$ cat src/rtl/nharp_pkg.sv
// nharp_pkg: sizes, codes and command type of the next hop forwarder
// used by every file of the block but nharp_if; depends on nothing
`default_nettype none
package nharp_pkg;
   localparam int ROUTE_COUNT   = 8;
   localparam int CACHE_COUNT   = 16;
   localparam int PENDING_COUNT = 32;
   localparam int BUFFER_COUNT  = 512;
   localparam int QUEUE_DEPTH   = 2;

   localparam int ROUTE_IDX_W = (ROUTE_COUNT > 1) ? $clog2(ROUTE_COUNT) : 1;
   localparam int CACHE_IDX_W = (CACHE_COUNT > 1) ? $clog2(CACHE_COUNT) : 1;
   localparam int RANK_W      = (PENDING_COUNT > 1) ? $clog2(PENDING_COUNT) : 1;
   localparam int CNT_W       = $clog2(PENDING_COUNT + 1);
   localparam int QPTR_W      = (QUEUE_DEPTH > 1) ? $clog2(QUEUE_DEPTH) : 1;
   localparam int QCNT_W      = $clog2(QUEUE_DEPTH + 1);

   localparam logic [1:0] ACT_PACKET   = 2'd0;
   localparam logic [1:0] ACT_RESPONSE = 2'd1;
   localparam logic [1:0] ACT_ROUTE_WR = 2'd2;
   localparam logic [1:0] ACT_CACHE_WR = 2'd3;

   localparam logic [1:0] KIND_TX   = 2'd0;
   localparam logic [1:0] KIND_FREE = 2'd1;
   localparam logic [1:0] KIND_REQ  = 2'd2;

   localparam logic [1:0] CMD_TX   = 2'd0;
   localparam logic [1:0] CMD_FREE = 2'd1;
   localparam logic [1:0] CMD_MISS = 2'd2;
   localparam logic [1:0] CMD_REL  = 2'd3;

   localparam logic [15:0] ETHERTYPE_IPV4 = 16'h0800;

   typedef struct packed {
      logic [1:0]  code;
      logic [31:0] ip;
      logic [8:0]  buffer;
      logic [7:0]  ttl;
      logic [47:0] mac;
      logic        flag;
   } cmd_type;
endpackage
`default_nettype wire

$ cat src/rtl/nharp_queue.sv
// nharp_queue: short command queue between front and back
// depends on nharp_pkg
`default_nettype none
module nharp_queue
   import nharp_pkg::*;
(
   input  wire logic    clock,
   input  wire logic    reset,
   input  wire cmd_type push_data,
   input  wire logic    push_valid,
   output logic         push_ready,
   output cmd_type      pop_data,
   output logic         pop_valid,
   input  wire logic    pop_ready
);
   cmd_type            entry_ff [QUEUE_DEPTH];
   logic [QPTR_W-1:0]  wr_ptr_ff, rd_ptr_ff;
   logic [QCNT_W-1:0]  count_ff;
   logic               do_push, do_pop;

   assign push_ready = count_ff != QCNT_W'(QUEUE_DEPTH);
   assign pop_valid = count_ff != '0;
   assign pop_data = entry_ff[rd_ptr_ff];
   assign do_push = push_valid && push_ready;
   assign do_pop = pop_valid && pop_ready;

   always_ff @(posedge clock) begin
      if (reset) begin
         wr_ptr_ff <= '0;
         rd_ptr_ff <= '0;
         count_ff <= '0;
      end else begin
         if (do_push)
            wr_ptr_ff <= (wr_ptr_ff == QPTR_W'(QUEUE_DEPTH - 1)) ? '0 : wr_ptr_ff + 1'b1;
         if (do_pop)
            rd_ptr_ff <= (rd_ptr_ff == QPTR_W'(QUEUE_DEPTH - 1)) ? '0 : rd_ptr_ff + 1'b1;
         count_ff <= count_ff + QCNT_W'(do_push) - QCNT_W'(do_pop);
      end
   end

   always_ff @(posedge clock) begin
      if (do_push)
         entry_ff[wr_ptr_ff] <= push_data;
   end
endmodule
`default_nettype wire

$ cat config.mk
export PLATFORM = sky130hd
export DESIGN_NAME = nharp_queue
export DESIGN_NICKNAME = d
export VERILOG_FILES = /design/src/rtl/nharp_pkg.sv /design/src/rtl/nharp_queue.sv
export SDC_FILE = /design/constraint.sdc
export NUM_CORES = 1
export LEC_CHECK = 0
export BUFFER_PORTS_ARGS = -buffer_cell sky130_fd_sc_hd__buf_4
export CORE_MARGIN = 4
export CORE_UTILIZATION = 50
export CTS_CLUSTER_DIAMETER = 120
export DETAILED_ROUTE_END_ITERATION = 8
export PLACE_DENSITY = 0.77
export SLEW_MARGIN = 20
export SYNTH_ARGS = -nofsm -noshare
export SYNTH_HDL_FRONTEND = slang
export SYNTH_SLANG_ARGS = --single-unit
$ cat constraint.sdc
create_clock -name clock -period 4.5 [get_ports clock]
set_clock_uncertainty 0.1 [all_clocks]
set_input_delay 0.675 -clock clock [delete_from_list [all_inputs] [get_ports clock]]
set_output_delay 0.675 -clock clock [all_outputs]
set_load 0.02 [all_outputs]
==> key figures <==
CTS
  • Clk slew on worst S/H paths: 0.06 ns
  • Number of clock sinks: 205
  • CTS Buffer Depth: 3
  • CTS tree: yes
  • Total CTS buffers: 22
  • CTS resizes: 0
  • Clock latency on the worst-skew pair: around 0.48 ns
  • Postcts setup bufs: 0
  • CTS root buffer: clkbuf_16
  • Number of hold buffers added after CTS: 0
  • H-tree levels: 1

Setup path
  • Critical path's top delay family: buffers and inverters
  • Startpoint types: register
  • Crit-path cells: buf_16 -> buf_4 -> mux2_2 -> buf_4
  • Worst path max stage delay: 0.59 ns
  • Worst r2r src: count_ff[0]
  • Endpoint class of the critical path: primary output
  • Worst endpoint required time: 3.72 ns
  • Reg2Reg Depth: 3
  • WP data arrival: 2.20 ns
  • Crit-path max FO: 55
  • Critical path's most frequent cell: buf_4
  • Crit Reg-Reg Endpoint: entry_ff[1][70]
  • CP max stage cell: dfxtp_4
  • Crit path kind: register to primary output
  • Worst R2R Setup Slack: between 2 and 2.5 ns
  • CP Buf/Inv Count: 3

Status
  • Outcome: finished, final reports clean

Drt
  • DR vias/cell: 5.03
  • Drt wl/cell: 18.8 µm
  • Router iterations before antenna repair: 4
  • WL final: 14400 µm
  • # DRC: 0
  • Iteration-0 DRC Markers: 180
  • Antenna-violating nets left: 0
  • Via count: roughly 3900

Placed design
  • Placement Cell Area: 9220 µm²
  • GPL Wtd Cong: 0.742
  • DP HPWL: 9490 µm
  • PortBufs: ~200

Layout
  • Ratio of cells with drive above 1 in the final layout: 0.596
  • ANT cells: 0
  • Area grow syn2layout: 33.8%
  • Final nets: 670
  • Final instance area: 9990 µm²
  • Commonest non-fill, non-tap cell in the layout: buf_4
  • Most frequent cells in the layout: 211 x buf_4, 200 x edfxtp_1, 100 x mux2_2

Timing
  • RSZ-0062 raised after global routing: false
  • Fmax: around 0.34 GHz
  • Tightest Pin Transition: 0.932 ns
  • Endpoints failing setup: 0
  • Setup TNS: 0 ns
  • Tcrit/Tclk final: 0.660
  • Period minus WS final: approximately 3.0 ns
  • Final max-slew violation count: 0
  • Worst slew margin: 0.379
  • Hold Fails Final Rpt: 0

GRT
  • Vias in the first global route: approximately 4200
  • Gr ovfl total: 0
  • First-pass GRT wire length: 21600 µm
  • Largest net degree at the start of global routing: 81
  • Initial antenna violation count: 0
  • All-Layer GR Usage: 0.163

Yosys
  • Area leader, netlist: edfxtp_1
  • FF+latch count, synth: 205
  • Synth top area share: 0.804
  • Post-Syn Area: between 7000 and 8000 µm²
  • Largest cells by area after synthesis: edfxtp_1 80%, mux2_2 15%, dfxtp_1 1.3%, buf_4 1.0%, nor2_1 0.25%
  • Syn_nets: ~450
  • Synth warnings: 0
  • Synthesized instance count: 340
  • Count of cell types in the netlist: 23
  • Sequential cell area fraction in the yosys report: 0.817
  • Avg Cell Area, Syn: 22.0 µm²

Floorplanning
  • Die area: 17000 µm²
  • Core area: around 15000 µm²
  • Row Count: 44
  • Die Y: ~130 µm
  • Die W: 130 µm
  • # IOs: 206
  • Initial Utilization: 0.512

Power and ir drop
  • Switch share: 0.260
  • Max IR drop VDD: 0.411 mV
  • Leak: approximately 0.0037 µW
  • Logic gate share of total power: 0.237
  • Internal Power: 4110 µW
  • Pwr dens: 556 nW/µm²
  • Sw power: 1450 µW
  • Sequential power share: 0.433
  • Clock network fraction of total power: 0.331

Worst hold path
  • HP Class: input port to register
  • Hold path cells: 1
  • Hold Path End: entry_ff[0][23]
  • Hold wc startpoint: push_data[23]

Run
  • Max cap viols: 0
[how the worst max path moves through the flow]
stage | depth (start not counted) | from | end
detailed placement | 3 | register | pop_data[46]
CTS | 3 | register | pop_data[46]
global placement | 3 | register | pop_data[38]
global route | 4 | register | pop_data[71]
finish | 4 | register | pop_data[69]
floorplan | 2 | count_ff[0] | entry_ff[1][0]
[through the flow]
stage / util / cells / setup slack (ns) / hold WS, ns / power [µW]
after floorplan: - / 340 / 0.820 / 0.372 / 3230
after global placement: 0.632 / 724 / 1.76 / 0.386 / 3730
after detailed placement: 0.632 / 724 / 1.74 / 0.400 / 3760
after CTS: 0.683 / 764 / 1.23 / 0.259 / 5600
after global routing: 0.685 / 765 / 1.44 / 0.253 / 5780
final: 0.685 / 765 / 1.53 / 0.274 / 5550
[layout make-up]
class	count	area (µm²)
clock buffers	27	591
clock inverters	13	159
fillers	955	4600
inverters	1	6.26
multi-input cells	123	1280
flip-flops and latches	205	6110
well taps	184	230
repair buffers	212	1610
[worst reg2reg max path, stage by stage, from the launching register on]
cell and delay, ns:
dfxtp_1 0.44, nand2b_1 0.24, and3_4 0.84, buf_4 0.44
[registers in the layout, indices dropped and copies added, names as in the netlist, named ones only]
register and flops:
entry_ff 200, count_ff 2, wr_ptr_ff 1, rd_ptr_ff 1
[power by group through the flow]
stage	logic [µW]	registers [µW]	clock network, µW
after detailed placement	1260	2500	0
after CTS	1270	2460	1870
final	1310	2400	1840
after global placement	1240	2490	0
after floorplan	821	2410	0
after global routing	1400	2420	1960
[cell families after synthesis]
kind of cell	Yosys count	share of synthesized area
compound gates	7	0.00687
xor+xnor	1	0.00117
fa+ha+maj	1	0.00167
buf+inv	12	0.0112
flops	205	0.817
mux	101	0.152
simple gates	13	0.00938
[cell usage after synthesis, drive strengths merged]
library cell  number
mux2             101
nand3              1
dfxtp              5
a32oi              1
and2b              1
nand3b             1
buf               11
a21bo              2
a211oi             1
a21oi              1
edfxtp           200
xor2               1
or2                1
nor2               5
nor2b              2
and3               1
inv                1
o21ai              2
ha                 1
nand2b             1
[routing by layer]
metal | vias up | global-route usage | wire length (µm)
met1 | 1881 | 0.202 | 5490
met2 | 154 | 0.286 | 7420
met3 | 14 | 0.0479 | 1310
li1 | 1801 | - | -
met5 | - | 0 | 0
met4 | 0 | 0.0361 | 163
No activity file was read; power rests on OpenSTA's default activity.
