[src/rtl/nharp_pkg.sv]
// nharp_pkg: sizes, codes and command type of the next hop forwarder
// used by every file of the block but nharp_if; depends on nothing
`default_nettype none
package nharp_pkg;
   localparam int ROUTE_COUNT   = 8;
   localparam int CACHE_COUNT   = 16;
   localparam int PENDING_COUNT = 32;
   localparam int BUFFER_COUNT  = 512;
   localparam int QUEUE_DEPTH   = 2;

   localparam int ROUTE_IDX_W = (ROUTE_COUNT > 1) ? $clog2(ROUTE_COUNT) : 1;
   localparam int CACHE_IDX_W = (CACHE_COUNT > 1) ? $clog2(CACHE_COUNT) : 1;
   localparam int RANK_W      = (PENDING_COUNT > 1) ? $clog2(PENDING_COUNT) : 1;
   localparam int CNT_W       = $clog2(PENDING_COUNT + 1);
   localparam int QPTR_W      = (QUEUE_DEPTH > 1) ? $clog2(QUEUE_DEPTH) : 1;
   localparam int QCNT_W      = $clog2(QUEUE_DEPTH + 1);

   localparam logic [1:0] ACT_PACKET   = 2'd0;
   localparam logic [1:0] ACT_RESPONSE = 2'd1;
   localparam logic [1:0] ACT_ROUTE_WR = 2'd2;
   localparam logic [1:0] ACT_CACHE_WR = 2'd3;

   localparam logic [1:0] KIND_TX   = 2'd0;
   localparam logic [1:0] KIND_FREE = 2'd1;
   localparam logic [1:0] KIND_REQ  = 2'd2;

   localparam logic [1:0] CMD_TX   = 2'd0;
   localparam logic [1:0] CMD_FREE = 2'd1;
   localparam logic [1:0] CMD_MISS = 2'd2;
   localparam logic [1:0] CMD_REL  = 2'd3;

   localparam logic [15:0] ETHERTYPE_IPV4 = 16'h0800;

   typedef struct packed {
      logic [1:0]  code;
      logic [31:0] ip;
      logic [8:0]  buffer;
      logic [7:0]  ttl;
      logic [47:0] mac;
      logic        flag;
   } cmd_type;
endpackage
`default_nettype wire

[src/rtl/nharp_if.sv]
// nharp request and response channel interfaces
// depends on nothing
`default_nettype none
interface nharp_req_if;
   logic        valid;
   logic        ready;
   logic [1:0]  action;
   logic [31:0] ip_addr;
   logic [31:0] route_mask;
   logic [31:0] route_hop;
   logic [3:0]  slot;
   logic [47:0] hw_addr;
   logic [7:0]  hop_limit;
   logic [15:0] ether_kind;
   logic [8:0]  buffer_id;
   logic        reply_ok;
   logic        request_room;
   logic        entry_valid;
   modport source (output valid, action, ip_addr, route_mask, route_hop, slot, hw_addr,
                   hop_limit, ether_kind, buffer_id, reply_ok, request_room, entry_valid,
                   input ready);
   modport sink (input valid, action, ip_addr, route_mask, route_hop, slot, hw_addr,
                 hop_limit, ether_kind, buffer_id, reply_ok, request_room, entry_valid,
                 output ready);
endinterface

`default_nettype wire

[src/rtl/nharp_front.sv]
// nharp_front: accepts requests, owns route and cache tables, classifies packets
// depends on nharp_pkg and nharp_if
`default_nettype none
module nharp_front
   import nharp_pkg::*;
(
   input  wire logic  clock,
   input  wire logic  reset,
   nharp_req_if.sink  req_if,
   output cmd_type    push_data,
   output logic       push_valid,
   input  wire logic  push_ready
);
   logic [31:0] route_mask_ff [ROUTE_COUNT];
   logic [31:0] route_net_ff [ROUTE_COUNT];
   logic [31:0] route_hop_ff [ROUTE_COUNT];
   logic        cache_valid_ff [CACHE_COUNT];
   logic [31:0] cache_ip_ff [CACHE_COUNT];
   logic [47:0] cache_mac_ff [CACHE_COUNT];

   logic        stage_valid_ff, stage_valid_in;
   logic        stage_rel_ff, stage_drop_ff, stage_flag_ff;
   logic [31:0] stage_ip_ff;
   logic [8:0]  stage_buf_ff;
   logic [7:0]  stage_ttl_ff;
   logic [47:0] stage_hw_ff;

   logic        accept;
   logic [31:0] hop;
   logic        hit;
   logic [47:0] hit_mac;

   assign req_if.ready = !stage_valid_ff || push_ready;
   assign accept = req_if.valid && req_if.ready;

   always_comb begin
      hop = req_if.ip_addr;
      for (int i = ROUTE_COUNT - 1; i >= 0; i--) begin
         if (route_mask_ff[i] != 32'd0 &&
             (req_if.ip_addr & route_mask_ff[i]) == (route_net_ff[i] & route_mask_ff[i]))
            hop = route_hop_ff[i];
      end
   end

   always_comb begin
      hit = 1'b0;
      hit_mac = 48'd0;
      for (int i = CACHE_COUNT - 1; i >= 0; i--) begin
         if (cache_valid_ff[i] && cache_ip_ff[i] == stage_ip_ff) begin
            hit = 1'b1;
            hit_mac = cache_mac_ff[i];
         end
      end
   end

   always_comb begin
      push_valid = stage_valid_ff;
      push_data.ip = stage_ip_ff;
      push_data.buffer = stage_buf_ff;
      push_data.ttl = stage_ttl_ff;
      push_data.mac = stage_hw_ff;
      push_data.flag = stage_flag_ff;
      if (stage_rel_ff) begin
         push_data.code = CMD_REL;
      end else if (stage_drop_ff) begin
         push_data.code = CMD_FREE;
      end else if (hit) begin
         push_data.code = CMD_TX;
         push_data.mac = hit_mac;
      end else begin
         push_data.code = CMD_MISS;
      end
   end

   always_comb begin
      if (accept)
         stage_valid_in = (req_if.action == ACT_PACKET) || (req_if.action == ACT_RESPONSE);
      else
         stage_valid_in = stage_valid_ff && !push_ready;
   end

   always_ff @(posedge clock) begin
      if (reset) begin
         stage_valid_ff <= 1'b0;
         for (int i = 0; i < ROUTE_COUNT; i++)
            route_mask_ff[i] <= 32'd0;
         for (int i = 0; i < CACHE_COUNT; i++)
            cache_valid_ff[i] <= 1'b0;
      end else begin
         stage_valid_ff <= stage_valid_in;
         if (accept && req_if.action == ACT_ROUTE_WR &&
             {28'd0, req_if.slot} < ROUTE_COUNT) begin
            route_mask_ff[req_if.slot[ROUTE_IDX_W-1:0]] <= req_if.route_mask;
            route_net_ff[req_if.slot[ROUTE_IDX_W-1:0]] <= req_if.ip_addr;
            route_hop_ff[req_if.slot[ROUTE_IDX_W-1:0]] <= req_if.route_hop;
         end
         if (accept && req_if.action == ACT_CACHE_WR &&
             {28'd0, req_if.slot} < CACHE_COUNT) begin
            cache_valid_ff[req_if.slot[CACHE_IDX_W-1:0]] <= req_if.entry_valid;
            cache_ip_ff[req_if.slot[CACHE_IDX_W-1:0]] <= req_if.ip_addr;
            cache_mac_ff[req_if.slot[CACHE_IDX_W-1:0]] <= req_if.hw_addr;
         end
      end
   end

   always_ff @(posedge clock) begin
      if (accept) begin
         stage_rel_ff <= (req_if.action == ACT_RESPONSE);
         stage_drop_ff <= !(req_if.hop_limit > 8'd1 && req_if.ether_kind == ETHERTYPE_IPV4);
         stage_ip_ff <= (req_if.action == ACT_RESPONSE) ? req_if.ip_addr : hop;
         stage_buf_ff <= req_if.buffer_id;
         stage_ttl_ff <= req_if.hop_limit - 8'd1;
         stage_hw_ff <= req_if.hw_addr;
         stage_flag_ff <= (req_if.action == ACT_RESPONSE) ? req_if.reply_ok
                                                          : req_if.request_room;
      end
   end
endmodule
`default_nettype wire

[src/flat_wrapper.sv]
// flat-port wrapper written by rule: the top's interface ports become plain ports
module nharp_front_flat import nharp_pkg::*;
  (clock, reset, push_data, push_valid, push_ready, req_if_valid, req_if_action, req_if_ip_addr, req_if_route_mask, req_if_route_hop, req_if_slot, req_if_hw_addr, req_if_hop_limit, req_if_ether_kind, req_if_buffer_id, req_if_reply_ok, req_if_request_room, req_if_entry_valid, req_if_ready);
  nharp_req_if req_if_i ();
  input  wire logic clock;
  input  wire logic reset;
  output cmd_type push_data;
  output logic push_valid;
  input  wire logic push_ready;
  input wire logic [$bits(req_if_i.valid)-1:0] req_if_valid;
  input wire logic [$bits(req_if_i.action)-1:0] req_if_action;
  input wire logic [$bits(req_if_i.ip_addr)-1:0] req_if_ip_addr;
  input wire logic [$bits(req_if_i.route_mask)-1:0] req_if_route_mask;
  input wire logic [$bits(req_if_i.route_hop)-1:0] req_if_route_hop;
  input wire logic [$bits(req_if_i.slot)-1:0] req_if_slot;
  input wire logic [$bits(req_if_i.hw_addr)-1:0] req_if_hw_addr;
  input wire logic [$bits(req_if_i.hop_limit)-1:0] req_if_hop_limit;
  input wire logic [$bits(req_if_i.ether_kind)-1:0] req_if_ether_kind;
  input wire logic [$bits(req_if_i.buffer_id)-1:0] req_if_buffer_id;
  input wire logic [$bits(req_if_i.reply_ok)-1:0] req_if_reply_ok;
  input wire logic [$bits(req_if_i.request_room)-1:0] req_if_request_room;
  input wire logic [$bits(req_if_i.entry_valid)-1:0] req_if_entry_valid;
  output wire logic [$bits(req_if_i.ready)-1:0] req_if_ready;
  assign req_if_i.valid = req_if_valid;
  assign req_if_i.action = req_if_action;
  assign req_if_i.ip_addr = req_if_ip_addr;
  assign req_if_i.route_mask = req_if_route_mask;
  assign req_if_i.route_hop = req_if_route_hop;
  assign req_if_i.slot = req_if_slot;
  assign req_if_i.hw_addr = req_if_hw_addr;
  assign req_if_i.hop_limit = req_if_hop_limit;
  assign req_if_i.ether_kind = req_if_ether_kind;
  assign req_if_i.buffer_id = req_if_buffer_id;
  assign req_if_i.reply_ok = req_if_reply_ok;
  assign req_if_i.request_room = req_if_request_room;
  assign req_if_i.entry_valid = req_if_entry_valid;
  assign req_if_ready = req_if_i.ready;
  nharp_front u_core (.clock(clock), .reset(reset), .req_if(req_if_i), .push_data(push_data), .push_valid(push_valid), .push_ready(push_ready));
endmodule
[config.mk]
export PLATFORM = sky130hd
export DESIGN_NAME = nharp_front_flat
export DESIGN_NICKNAME = d
export VERILOG_FILES = /design/src/rtl/nharp_pkg.sv /design/src/rtl/nharp_if.sv /design/src/rtl/nharp_front.sv /design/src/flat_wrapper.sv
export SDC_FILE = /design/constraint.sdc
export NUM_CORES = 2
export LEC_CHECK = 0
export ABC_AREA = 1
export BUFFER_PORTS_ARGS = -buffer_cell sky130_fd_sc_hd__clkbuf_2
export CAP_MARGIN = 20
export CORE_UTILIZATION = 67
export DETAILED_ROUTE_END_ITERATION = 10
export PLACE_DENSITY_LB_ADDON = 0.1
export RECOVER_POWER = 25
export SLEW_MARGIN = 40
export SYNTH_ARGS = -nofsm -noshare
export SYNTH_HDL_FRONTEND = slang
export SYNTH_SLANG_ARGS = --single-unit
[constraint.sdc]
create_clock -name clock -period 11.9 [get_ports clock]
set_input_delay 0.595 -clock clock [delete_from_list [all_inputs] [get_ports clock]]
set_output_delay 0.595 -clock clock [all_outputs]
set_load 0.02 [all_outputs]
==> qor.json <==
{
  "die": {
    "floorplan.initialDensity": 0.676,
    "die_y_extent_um": 372,
    "die_w_um": 372,
    "rows": 135,
    "boundaryPins": 292,
    "dieArea_mm2": 0.138,
    "core_area_mm2": 0.135
  },
  "sta": {
    "report.final.hold_viol_count": 0,
    "worst_pin_slew_ns": 1.88,
    "slew-limit-headroom": -0.250,
    "finalClockSkew_ns": 0.0153,
    "fin_setup_tns_ns": 0,
    "timing.final.max_slew_violations": 60,
    "fin_hold_ws_ns": 0.0585,
    "setup_viol": 0,
    "setup_repair_after_global_routing_missed_its_margin": "false",
    "period_needed_ns": 6.91,
    "max_clock_freq_ghz": 0.145,
    "final.period_utilization": 0.581
  },
  "clock_network": {
    "cts_tree": "yes",
    "h-tree-depth": 4,
    "total_clock_buffers_created_by_cts": 208,
    "cts.reportedPaths.clkPinSlew_ns": 0.06,
    "cts_root_buf": "clkbuf_16",
    "cts_resized": 0,
    "cts.path.max_buffers": 3,
    "clock_insertion_delay_at_the_later_pin_of_the_skew_report_ns": 0.82,
    "numClockSinks": 2165
  },
  "route": {
    "drt_wl_total_mm": 272,
    "post_drt_via_cell_ratio": 6.40,
    "detail_route.iter0.violations": 9970,
    "detail_route.drc_violations": 0,
    "detailroute.via_count": 64600,
    "drt_pass1_iterations": 6,
    "routed_wire_length_per_instance_um": 26.9,
    "drt.antenna.violating_nets": 0
  },
  "yosys": {
    "yosysWarningCount": 0,
    "synth-edff-count": 2164,
    "xor_xnor_share_of_the_synthesized_area": 0.0201,
    "syn-num-nets": 8051,
    "synth.distinct_cells": 70,
    "synth_top_family_by_area": "simple AND/OR/NAND/NOR gates",
    "syn-instance-count": 7859,
    "post_synthesis_average_cell_area_um2": 11.7,
    "synth_area_mm2": 0.0916,
    "yosys.area_share.adder": 0.000273,
    "yosys_most_used_dff": "edfxtp_1",
    "ys_seq_elements": 2165,
    "synth.area.mux_share": 0,
    "area_share_of_and_or_nand_nor_cells_after_synthesis": 0.169,
    "seq_area_frac_synth": 0.710,
    "async_reset_ff_frac": 0,
    "synth_compound_gate_area_share": 0.0620
  },
  "hold_path": {
    "hold_depth": 3,
    "holdCritPathClass": "in2reg"
  },
  "setup_path": {
    "worst-r2r-cell-count": 12,
    "critPathCaptureType": "primary output",
    "cp.required_ns": 11.31,
    "reg2reg_setup_slack_ns": 7.56,
    "worst-endpoint-arrival_ns": 6.32,
    "timing.critical_path.fanout_max": 68,
    "start_kind": "flop",
    "setup.worst_path.class": "reg2out"
  },
  "grt": {
    "first_global_vias": 61700,
    "global_routing_usage_summed_across_all_routing_layers": 0.394,
    "antenna_found_initial": 12,
    "grt_pass1_wl_mm": 392,
    "grt_start_max_net_pins": 97,
    "global_route.overflow_total": 0
  },
  "placed_design": {
    "finalWeightedCongestion": 0.932,
    "placement.cell_area_mm2": 0.0948,
    "hpwl_mm": 156,
    "io_buffers": 291
  },
  "cells_and_area": {
    "area_growth_pct": 10.6,
    "final_net_count": 8334,
    "post_route_cells_drive_above_1_share": 0.0971,
    "most-common-layout-cells": "edfxtp_1, nand2_1, nor2_1, a21oi_1, inv_1",
    "mostFrequentLayoutCell": "edfxtp_1",
    "final_non_filler_cell_area_mm2": 0.101
  },
  "pwr": {
    "vdd_drop_max_mv": 0.153,
    "power.density_cell_area_mw_per_mm2": 155,
    "p_leak_nw": 38.1
  },
  "outcome": {
    "outcome": "complete, but fails checks",
    "violations": "max-capacitance violations, max-slew violations"
  },
  "flow_run": {
    "maxCapViolations": 3
  }
}
==> sequential cells by signal (all words and copies together) (netlist names) <==
register               flops
u_core.cache_ip_ff       512
u_core.stage_hw_ff        48
u_core.stage_buf_ff        9
u_core.cache_valid_ff     16
u_core.stage_rel_ff        1
u_core.stage_ip_ff        32
u_core.cache_mac_ff      768
u_core.stage_ttl_ff        8
u_core.route_hop_ff      256
u_core.push_valid          1
u_core.route_mask_ff     256
u_core.route_net_ff      256
u_core.stage_flag_ff       1
u_core.stage_drop_ff       1
==> worst max-delay path, stage by stage, from the launching register on <==
cell,delay (ns)
edfxtp_1,0.89
inv_2,0.32
buf_4,0.34
nand2_1,0.10
o2111ai_1,0.10
nor3_1,0.29
o2111ai_1,0.16
nor3_1,0.29
nor2b_4,0.21
buf_6,0.48
clkinv_2,0.80
or2_2,0.55
nand2_1,0.07
nand2_1,0.04
nand2_1,0.11
nand2_1,0.06
nand2_1,0.06
nand2_1,0.05
nand2_1,0.06
nand2_1,0.05
nand2_1,0.05
nand2_1,0.06
nand2_1,0.06
nand2_1,0.05
clkbuf_2,0.15
==> kinds of logic after synthesis <==
kind of cell	Yosys count
xor gates and xnor gates	210
AOI/OAI and AO/OA	968
and+or+nand+nor	3746
DFF	2165
adders and majority gates	2
buffers and inverters	768
==> where the power goes <==
part           switching [mW]  internal [mW]
clock network            2.78           3.55
logic                   0.653          0.192
registers              0.0471           8.46
==> timing repair <==
action / CTS / global route
endpoints found under the setup margin: 0 / 0
endpoints found under the hold margin: 11 / 0
setup buffers: 0 / 0
hold buffers: 13 / 0
==> per-layer routing <==
layer	vias up	routed length, um	global-route usage
li1	27900	-	-
met3	1007	35300	0.0836
met5	-	0	0
met1	30800	93700	0.508
met2	4887	126000	0.627
met4	0	17000	0.220
==> final timing paths <==
path | start | endpoint
min reg2reg | u_core.route_hop_ff[0][24] | u_core.stage_ip_ff[24]
min | req_if_hop_limit[5] | u_core.stage_ttl_ff[5]
max | u_core.stage_ip_ff[19] | push_data[48]
max reg2reg | u_core.push_valid | u_core.route_mask_ff[6][5]
==> final cells by class <==
cell class,instances,area [um2]
sequential,2165,65000
fill,8804,34200
multi-input combinational,4926,23300
clock buffer,279,5660
timing repair buffer,457,2840
tap,1781,2230
inverter,384,1470
clock inverter,97,721
antenna,8,20.0
==> synthesized netlist by cell type, drive strengths merged (4+ instances only) <==
cell / instances / area (um2)
a211o: 10 / 87.6
xnor2: 85 / 744
nand3: 176 / 896
o211ai: 34 / 255
inv: 378 / 1420
a21o: 12 / 90.1
nor4b: 4 / 35.0
o22ai: 85 / 532
a21oi: 365 / 1830
nor2: 985 / 3720
nor4: 123 / 836
or4: 7 / 56.3
o21ai: 292 / 1460
nor3: 37 / 195
a2111oi: 11 / 111
or2: 119 / 744
a221oi: 16 / 140
edfxtp: 2164 / 65000
o2bb2ai: 6 / 52.6
clkinv: 6 / 22.5
buf: 278 / 1710
xor2: 125 / 1090
a21boi: 33 / 248
nand2: 2154 / 8090
o21a: 19 / 143
a211oi: 14 / 105
o2111ai: 22 / 193
nand3b: 18 / 135
clkbuf: 106 / 400
a22o: 33 / 289
nand4: 113 / 719
==> per-stage QoR <==
| stage | std cells | worst slack, ns | total power, mW | utilization |
|---|---|---|---|---|
| final | 10100 | 4.99 | 15.7 | 0.748 |
| after global routing | 10100 | 4.78 | 16.0 | 0.748 |
| after CTS | 10100 | 5.21 | 15.7 | 0.748 |
| after detailed placement | 9697 | 6.16 | 9.48 | 0.700 |
| after global placement | 9685 | 5.87 | 9.46 | 0.698 |
| after floorplan | 7859 | 3.88 | 9.05 | - |
Power figures use the tool's default switching activity.
