$ cat config.mk
export PLATFORM = sky130hd
export DESIGN_NAME = nharp_back_flat
export DESIGN_NICKNAME = d
export VERILOG_FILES = /design/src/rtl/nharp_pkg.sv /design/src/rtl/nharp_if.sv /design/src/rtl/nharp_back.sv /design/src/flat_wrapper.sv
export SDC_FILE = /design/constraint.sdc
export NUM_CORES = 2
export LEC_CHECK = 0
export ABC_CLOCK_PERIOD_IN_PS = 9750
export BUFFER_PORTS_ARGS = -buffer_cell sky130_fd_sc_hd__buf_2
export CORE_MARGIN = 2
export CORE_UTILIZATION = 55
export CTS_CLUSTER_SIZE = 40
export DETAILED_ROUTE_END_ITERATION = 10
export GPL_TIMING_DRIVEN = 0
export MAX_ROUTING_LAYER = met4
export PLACE_DENSITY = 0.76
export SETUP_SLACK_MARGIN = 0.4
export SYNTH_ARGS = -nofsm -noshare
export SYNTH_HDL_FRONTEND = slang
export SYNTH_SLANG_ARGS = --single-unit
$ cat constraint.sdc
create_clock -name clock -period 9.75 [get_ports clock]
set_clock_uncertainty 0.05 [all_clocks]
set_input_delay 0.4875 -clock clock [delete_from_list [all_inputs] [get_ports clock]]
set_output_delay 0.4875 -clock clock [all_outputs]
set_load 0.02 [all_outputs]
$ cat src/rtl/nharp_pkg.sv
// nharp_pkg: sizes, codes and command type of the next hop forwarder
// used by every file of the block but nharp_if; depends on nothing
`default_nettype none
package nharp_pkg;
   localparam int ROUTE_COUNT   = 8;
   localparam int CACHE_COUNT   = 16;
   localparam int PENDING_COUNT = 32;
   localparam int BUFFER_COUNT  = 512;
   localparam int QUEUE_DEPTH   = 2;

   localparam int ROUTE_IDX_W = (ROUTE_COUNT > 1) ? $clog2(ROUTE_COUNT) : 1;
   localparam int CACHE_IDX_W = (CACHE_COUNT > 1) ? $clog2(CACHE_COUNT) : 1;
   localparam int RANK_W      = (PENDING_COUNT > 1) ? $clog2(PENDING_COUNT) : 1;
   localparam int CNT_W       = $clog2(PENDING_COUNT + 1);
   localparam int QPTR_W      = (QUEUE_DEPTH > 1) ? $clog2(QUEUE_DEPTH) : 1;
   localparam int QCNT_W      = $clog2(QUEUE_DEPTH + 1);

   localparam logic [1:0] ACT_PACKET   = 2'd0;
   localparam logic [1:0] ACT_RESPONSE = 2'd1;
   localparam logic [1:0] ACT_ROUTE_WR = 2'd2;
   localparam logic [1:0] ACT_CACHE_WR = 2'd3;

   localparam logic [1:0] KIND_TX   = 2'd0;
   localparam logic [1:0] KIND_FREE = 2'd1;
   localparam logic [1:0] KIND_REQ  = 2'd2;

   localparam logic [1:0] CMD_TX   = 2'd0;
   localparam logic [1:0] CMD_FREE = 2'd1;
   localparam logic [1:0] CMD_MISS = 2'd2;
   localparam logic [1:0] CMD_REL  = 2'd3;

   localparam logic [15:0] ETHERTYPE_IPV4 = 16'h0800;

   typedef struct packed {
      logic [1:0]  code;
      logic [31:0] ip;
      logic [8:0]  buffer;
      logic [7:0]  ttl;
      logic [47:0] mac;
      logic        flag;
   } cmd_type;
endpackage
`default_nettype wire

$ cat src/rtl/nharp_if.sv
// nharp request and response channel interfaces
// depends on nothing
`default_nettype none


interface nharp_rsp_if;
   logic        valid;
   logic        ready;
   logic [1:0]  kind;
   logic [8:0]  out_buffer;
   logic [47:0] dest_mac;
   logic [7:0]  new_ttl;
   logic [31:0] query_ip;
   logic        last;
   modport source (output valid, kind, out_buffer, dest_mac, new_ttl, query_ip, last,
                   input ready);
   modport sink (input valid, kind, out_buffer, dest_mac, new_ttl, query_ip, last,
                 output ready);
endinterface
`default_nettype wire

$ cat src/rtl/nharp_back.sv
// nharp_back: pending store, arp request raising, ordered release, response register
// depends on nharp_pkg and nharp_if
`default_nettype none
module nharp_back
   import nharp_pkg::*;
(
   input  wire logic    clock,
   input  wire logic    reset,
   input  wire cmd_type pop_data,
   input  wire logic    pop_valid,
   output logic         pop_ready,
   nharp_rsp_if.source  rsp_if
);
   localparam logic ST_IDLE = 1'b0;
   localparam logic ST_EXEC = 1'b1;

   logic                     pend_valid_ff [PENDING_COUNT];
   logic [31:0]              pend_ip_ff [PENDING_COUNT];
   logic [8:0]               pend_buf_ff [PENDING_COUNT];
   logic [7:0]               pend_ttl_ff [PENDING_COUNT];
   logic [RANK_W-1:0]        pend_rank_ff [PENDING_COUNT];
   logic [CNT_W-1:0]         count_ff;

   logic                     state_ff, state_in;
   cmd_type                  cur_ff, cur_in;
   logic [PENDING_COUNT-1:0] match_ff, match_in, match_now, sel, sel_next, free_vec;
   logic [RANK_W-1:0]        rank_ff, rank_in;

   logic                     rsp_valid_ff;
   logic [1:0]               kind_ff, kind_in;
   logic [8:0]               buf_ff, buf_in;
   logic [47:0]              mac_ff, mac_in;
   logic [7:0]               ttl_ff, ttl_in;
   logic [31:0]              qip_ff, qip_in;
   logic                     last_ff, last_in;

   logic                     out_free, emit, park, clear;
   logic [RANK_W-1:0]        park_rank;
   logic [RANK_W-1:0]        park_idx;
   logic [CNT_W-1:0]         group;
   logic [8:0]               sel_buf;
   logic [7:0]               sel_ttl;

   assign rsp_if.valid = rsp_valid_ff;
   assign rsp_if.kind = kind_ff;
   assign rsp_if.out_buffer = buf_ff;
   assign rsp_if.dest_mac = mac_ff;
   assign rsp_if.new_ttl = ttl_ff;
   assign rsp_if.query_ip = qip_ff;
   assign rsp_if.last = last_ff;
   assign out_free = !rsp_valid_ff || rsp_if.ready;

   always_comb begin
      group = '0;
      park_idx = '0;
      sel_buf = '0;
      sel_ttl = '0;
      for (int i = 0; i < PENDING_COUNT; i++) begin
         match_now[i] = pend_valid_ff[i] && pend_ip_ff[i] == pop_data.ip;
         sel[i] = match_ff[i] && pend_rank_ff[i] == rank_ff;
         sel_next[i] = match_ff[i] && pend_rank_ff[i] == rank_ff + 1'b1;
         free_vec[i] = !pend_valid_ff[i];
         group = group + CNT_W'(match_ff[i]);
         if (sel[i]) begin
            sel_buf = sel_buf | pend_buf_ff[i];
            sel_ttl = sel_ttl | pend_ttl_ff[i];
         end
      end
      for (int i = PENDING_COUNT - 1; i >= 0; i--) begin
         if (free_vec[i])
            park_idx = RANK_W'(i);
      end
   end

   always_comb begin
      state_in = state_ff;
      cur_in = cur_ff;
      match_in = match_ff;
      rank_in = rank_ff;
      pop_ready = 1'b0;
      emit = 1'b0;
      park = 1'b0;
      park_rank = '0;
      clear = 1'b0;
      kind_in = KIND_FREE;
      buf_in = '0;
      mac_in = '0;
      ttl_in = '0;
      qip_in = '0;
      last_in = 1'b1;
      unique case (state_ff)
         ST_IDLE: begin
            if (pop_valid) begin
               if (pop_data.code == CMD_TX || pop_data.code == CMD_FREE) begin
                  if (out_free) begin
                     pop_ready = 1'b1;
                     emit = 1'b1;
                     buf_in = pop_data.buffer;
                     if (pop_data.code == CMD_TX) begin
                        kind_in = KIND_TX;
                        mac_in = pop_data.mac;
                        ttl_in = pop_data.ttl;
                     end
                  end
               end else begin
                  pop_ready = 1'b1;
                  cur_in = pop_data;
                  match_in = match_now;
                  rank_in = '0;
                  state_in = ST_EXEC;
               end
            end
         end
         ST_EXEC: begin
            if (cur_ff.code == CMD_MISS) begin
               if (out_free) begin
                  state_in = ST_IDLE;
                  if (count_ff == CNT_W'(PENDING_COUNT)) begin
                     emit = 1'b1;
                     buf_in = cur_ff.buffer;
                  end else if (group != '0) begin
                     park = 1'b1;
                     park_rank = group[RANK_W-1:0];
                  end else if (!cur_ff.flag) begin
                     emit = 1'b1;
                     buf_in = cur_ff.buffer;
                  end else begin
                     park = 1'b1;
                     emit = 1'b1;
                     kind_in = KIND_REQ;
                     qip_in = cur_ff.ip;
                  end
               end
            end else if (sel == '0) begin
               state_in = ST_IDLE;
            end else if (out_free) begin
               emit = 1'b1;
               clear = 1'b1;
               buf_in = sel_buf;
               if (cur_ff.flag) begin
                  kind_in = KIND_TX;
                  mac_in = cur_ff.mac;
                  ttl_in = sel_ttl;
               end
               last_in = sel_next == '0;
               match_in = match_ff & ~sel;
               rank_in = rank_ff + 1'b1;
               if (sel_next == '0)
                  state_in = ST_IDLE;
            end
         end
         default: state_in = ST_IDLE;
      endcase
   end

   always_ff @(posedge clock) begin
      if (reset) begin
         state_ff <= ST_IDLE;
         rsp_valid_ff <= 1'b0;
         count_ff <= '0;
         for (int i = 0; i < PENDING_COUNT; i++)
            pend_valid_ff[i] <= 1'b0;
      end else begin
         state_ff <= state_in;
         if (emit)
            rsp_valid_ff <= 1'b1;
         else if (rsp_if.ready)
            rsp_valid_ff <= 1'b0;
         count_ff <= count_ff + CNT_W'(park) - CNT_W'(clear);
         for (int i = 0; i < PENDING_COUNT; i++) begin
            if (clear && sel[i])
               pend_valid_ff[i] <= 1'b0;
         end
         if (park)
            pend_valid_ff[park_idx] <= 1'b1;
      end
   end

   always_ff @(posedge clock) begin
      cur_ff <= cur_in;
      match_ff <= match_in;
      rank_ff <= rank_in;
      if (park) begin
         pend_ip_ff[park_idx] <= cur_ff.ip;
         pend_buf_ff[park_idx] <= cur_ff.buffer;
         pend_ttl_ff[park_idx] <= cur_ff.ttl;
         pend_rank_ff[park_idx] <= park_rank;
      end
      if (emit) begin
         kind_ff <= kind_in;
         buf_ff <= buf_in;
         mac_ff <= mac_in;
         ttl_ff <= ttl_in;
         qip_ff <= qip_in;
         last_ff <= last_in;
      end
   end
endmodule
`default_nettype wire

$ cat src/flat_wrapper.sv
// flat-port wrapper written by rule: the top's interface ports become plain ports
module nharp_back_flat import nharp_pkg::*;
  (clock, reset, pop_data, pop_valid, pop_ready, rsp_if_valid, rsp_if_kind, rsp_if_out_buffer, rsp_if_dest_mac, rsp_if_new_ttl, rsp_if_query_ip, rsp_if_last, rsp_if_ready);
  nharp_rsp_if rsp_if_i ();
  input  wire logic clock;
  input  wire logic reset;
  input  wire cmd_type pop_data;
  input  wire logic pop_valid;
  output logic pop_ready;
  output wire logic [$bits(rsp_if_i.valid)-1:0] rsp_if_valid;
  output wire logic [$bits(rsp_if_i.kind)-1:0] rsp_if_kind;
  output wire logic [$bits(rsp_if_i.out_buffer)-1:0] rsp_if_out_buffer;
  output wire logic [$bits(rsp_if_i.dest_mac)-1:0] rsp_if_dest_mac;
  output wire logic [$bits(rsp_if_i.new_ttl)-1:0] rsp_if_new_ttl;
  output wire logic [$bits(rsp_if_i.query_ip)-1:0] rsp_if_query_ip;
  output wire logic [$bits(rsp_if_i.last)-1:0] rsp_if_last;
  input wire logic [$bits(rsp_if_i.ready)-1:0] rsp_if_ready;
  assign rsp_if_valid = rsp_if_i.valid;
  assign rsp_if_kind = rsp_if_i.kind;
  assign rsp_if_out_buffer = rsp_if_i.out_buffer;
  assign rsp_if_dest_mac = rsp_if_i.dest_mac;
  assign rsp_if_new_ttl = rsp_if_i.new_ttl;
  assign rsp_if_query_ip = rsp_if_i.query_ip;
  assign rsp_if_last = rsp_if_i.last;
  assign rsp_if_i.ready = rsp_if_ready;
  nharp_back u_core (.clock(clock), .reset(reset), .pop_data(pop_data), .pop_valid(pop_valid), .pop_ready(pop_ready), .rsp_if(rsp_if_i));
endmodule
==> flow_summary_export.csv <==
group,metric,value,unit
synthesis,syn_inst,5149,
worst_setup_path,path_common_cell,"fa_1",
clocking,clkSlewWorstSetupHoldPaths,0.06,ns
placed_design,dp_hpwl,192000,µm
power,switchingPower,4.55,mW
routing,drt_iter0_markers,11000,
power,seqPwrFrac,0.515,
power,peakVddDrop,0.149,mV
worst_hold_path,hold_path_depth,4,
synthesis,synth_seq_cells,2005,
global_routing,grt_max_degree,75,
worst_hold_path,worstHoldStart,"rsp_if_ready",
synthesis,syn-num-nets,5295,
sta,tightest_slew,1.62,ns
sta,finalCriticalPeriod,8.27,ns
power,combinationalPowerShare,0.090,
flow_run,cap_violations,21,
sta,setup_viol,0,
synthesis,ys_types,67,
power,power,18.7,mW
worst_setup_path,r2r_slack,1.48,ns
floorplanning,die_height,392,µm
routing,top_layer_used,"met4",
clocking,cts-htree-levels,4,
worst_setup_path,cp_top_family,"adder cells",
cells_and_area,area_growth,17.1,%
sta,rsz0062_at_grt,"false",
outcome,violations,"max-capacitance violations, max-slew violations",
sta,relSlewSlack,-0.0824,
placed_design,gp_congestion,1.01,
routing,post_drt_wl_per_cell,37.3,µm
cells_and_area,num-nets-final,5924,
power,power_density,193,nW/µm²
floorplanning,row_count,142,
floorplanning,dieWidth,392,µm
power,pwr-share-clk,0.395,
global_routing,grt_pass1_vias,50600,
floorplanning,io_pins,206,
worst_hold_path,hold-path-endpoint,"u_core.state_ff",
synthesis,synth-seq-area-share,0.722,
floorplanning,start_util,0.553,
cells_and_area,fill_cells,10200,
sta,finalCritPeriodShare,0.848,
worst_setup_path,reg2reg_to,"u_core.rsp_if.query_ip[24]",
routing,wl_met2,126000,µm
sta,hold_viol,0,
worst_setup_path,cp-start-kind,"register",
worst_setup_path,cp.arrival,8.92,ns
routing,drc_errors,0,
worst_setup_path,path_max_fanout,10,
global_routing,antenna_found_initial,28,
clocking,cts_sinks,2005,
synthesis,synth_area,82800,µm²
routing,dr_total_vias,54300,
placed_design,port-buffer-count,205,
routing,route.met3.wl,52000,µm
routing,wl,297000,µm
synthesis,synth_warnings,0,
worst_setup_path,slowest_delay,1.14,ns
worst_setup_path,r2r-start,"u_core.match_ff[18]",
power,p_leak,31.5,nW
worst_setup_path,r2r_cells,18,
synthesis,synth_flop_cell,"edfxtp_1",
outcome,status,"complete, but fails checks",
floorplanning,core_area,150000,µm²
worst_setup_path,cpMaxStageDelayCell,"clkbuf_1",
synthesis,synth-edff-count,1965,
cells_and_area,final_cells,7968,
power,internal_power,14.2,mW
worst_setup_path,crit_type,"register to register",
global_routing,overflow,0,
cells_and_area,layout-drive-gt1-share,0.128,
routing,met1_length,99600,µm
worst_hold_path,min_path_type,"input port to register",
sta,slew_violations,204,
clocking,cts_tree,"done",
sta,tns,0,ns
clocking,numCtsBuffers,190,
routing,dr.pass1.iters,8,
power,switching_share,0.243,
clocking,insertion_delay,0.86,ns
floorplanning,dieArea,154000,µm²
worst_setup_path,critPathRequiredTime,10.40,ns
routing,final_antenna_net_count,0,
placed_design,placed_cells,7500,
global_routing,grt_use_total,0.395,
worst_setup_path,cp-end-kind,"register",
global_routing,grt_pass1_wl,400000,µm
worst_setup_path,cp_num_buf_inv,5,
clocking,clockRootBuffer,"clkbuf_16",
sta,fmax,0.121,GHz
clocking,cts_buffer_depth,3,
synthesis,async_reset_ff_frac,0,
worst_setup_path,crit_chain,"fa_1, fa_1, inv_1, fa_1, inv_1, fa_1, fa_1, inv_1, fa_1, inv_1, fa_1, fa_1, xor2_1, or3_1, or3_1, nor2_1, clkbuf_1, and2_1",
routing,viasPerCell,6.82,
synthesis,avgSynthCellArea,16.1,µm²
power by group through the flow:
stage	clock network (mW)	registers (mW)	logic, mW
finish	7.40	9.65	1.69
CTS	7.35	9.64	1.63
floorplan	0	9.84	0.867
global placement	0	9.92	1.39
detailed placement	0	9.82	1.58
global route	7.67	9.65	1.78
worst max path at each step:
stage                        startpoint                    endpoint  cells after the start
floorplan            u_core.match_ff[1]   u_core.pend_buf_ff[28][0]                     20
global placement     u_core.match_ff[1]    u_core.pend_valid_ff[28]                     21
detailed placement   u_core.match_ff[1]       u_core.rsp_if.kind[0]                     19
CTS                  u_core.match_ff[1]  u_core.rsp_if.query_ip[25]                     19
global route         u_core.match_ff[0]  u_core.rsp_if.query_ip[24]                     19
finish              u_core.match_ff[18]  u_core.rsp_if.query_ip[24]                     18
logic make-up (layout without fill, tap and decap cells):
kind of cell | after synthesis | after routing | synth area share
AO/OA/AOI/OAI | 622 | 622 | 0.0569
XOR/XNOR | 1251 | 1251 | 0.133
adder cells (fa/ha/maj) | 42 | 42 | 0.00862
buffers and inverters | 353 | 1132 | 0.0183
flip-flops | 2005 | 2005 | 0.722
multiplexers | 3 | 3 | 0.000363
other | 0 | 24 | 0
AND/OR/NAND/NOR | 873 | 873 | 0.0608
flip-flops by register name (all words and copies together) (netlist names):
register,count
u_core.pend_ip_ff,1024
u_core.pend_buf_ff,288
u_core.pend_ttl_ff,256
u_core.pend_rank_ff,160
u_core.cur_ff,100
u_core.rsp_if.dest_mac,48
u_core.match_ff,32
u_core.pend_valid_ff,32
u_core.rsp_if.query_ip,32
u_core.rsp_if.out_buffer,9
u_core.rsp_if.new_ttl,8
u_core.count_ff,6
u_core.rank_ff,5
u_core.rsp_if.kind,2
u_core.rsp_if.last,1
u_core.rsp_if.valid,1
u_core.state_ff,1
cell usage in the layout, fill, tap and decap left out, types with 27 or more instances in the layout:
| master | count |
|---|---|
| a21oi_1 | 50 |
| clkinv_2 | 37 |
| nand3_1 | 101 |
| nor2_1 | 50 |
| and2_1 | 37 |
| and4_1 | 27 |
| dlygate4sd3_1 | 101 |
| clkinv_1 | 30 |
| buf_2 | 236 |
| buf_16 | 88 |
| xor2_1 | 532 |
| a22o_1 | 98 |
| edfxtp_1 | 1965 |
| o21ai_0 | 34 |
| nand4_1 | 216 |
| nand2b_1 | 80 |
| inv_1 | 81 |
| nor3_1 | 31 |
| a21o_1 | 32 |
| a22oi_1 | 181 |
| nand2_1 | 92 |
| dfxtp_1 | 40 |
| clkbuf_1 | 164 |
| buf_1 | 49 |
| a221oi_1 | 50 |
| o211ai_1 | 38 |
| xnor2_1 | 716 |
| clkbuf_16 | 191 |
| nor4_1 | 158 |
Yosys cell counts (40+ instances only):
| master | n | area share |
|---|---|---|
| a22o_1 | 98 | 0.010 |
| dfxtp_1 | 40 | 0.0097 |
| nand3_1 | 101 | 0.0061 |
| nor4_1 | 158 | 0.012 |
| a221oi_1 | 50 | 0.0053 |
| xnor2_1 | 716 | 0.076 |
| nand2_1 | 94 | 0.0043 |
| a22oi_1 | 181 | 0.016 |
| xor2_1 | 532 | 0.056 |
| nand2b_1 | 80 | 0.0060 |
| buf_1 | 67 | 0.0030 |
| nand4_1 | 216 | 0.016 |
| a21oi_1 | 50 | 0.0030 |
| clkbuf_1 | 134 | 0.0061 |
| edfxtp_1 | 1965 | 0.71 |
| nor2_1 | 67 | 0.0030 |
| inv_1 | 108 | 0.0049 |
what timing repair did:
item	4_1_cts	5_1_grt
gates resized for setup	0	0
setup buffers	0	0
endpoints found under the hold margin	164	0
hold buffers	101	0
per-layer routing:
layer	global-route usage	vias to the layer above
met1	0.508	26700
met3	0.144	1110
met2	0.545	5593
met5	-	-
met4	0.213	0
li1	-	20900
stage by stage:
stage / util / area [µm²] / hold WS [ns] / setup WS [ns]
3_5_place_dp: 0.600 / 89700 / 0.478 / 1.80
3_3_place_gp: 0.577 / 86300 / 0.473 / -2.51
6_report: 0.648 / 97000 / 0.208 / 1.48
2_1_floorplan: - / 82800 / 0.417 / 1.09
4_1_cts: 0.648 / 96900 / 0.158 / 1.75
5_1_grt: 0.648 / 97000 / 0.210 / 1.36
area by class of cell:
class / count / area, µm² / area share
inverters: 109 / 479 / 0.00494
diodes: 24 / 60.1 / 0.000619
repair buffers: 437 / 5200 / 0.0536
clock buffers: 240 / 4980 / 0.0514
well taps: 2016 / 2520 / 0.0260
flip-flops and latches: 2005 / 59800 / 0.617
multi-input cells: 2791 / 21600 / 0.223
plain buffers: 244 / 1150 / 0.0119
clock inverters: 102 / 1150 / 0.0119
tightest hold or removal path, delay by kind of cell:
family                 cells  cell delay, ns
AND/OR/NAND/NOR            2            0.39
buffers and inverters      1            0.10
AO/OA/AOI/OAI              1            0.10
Power figures use the tool's default switching activity.
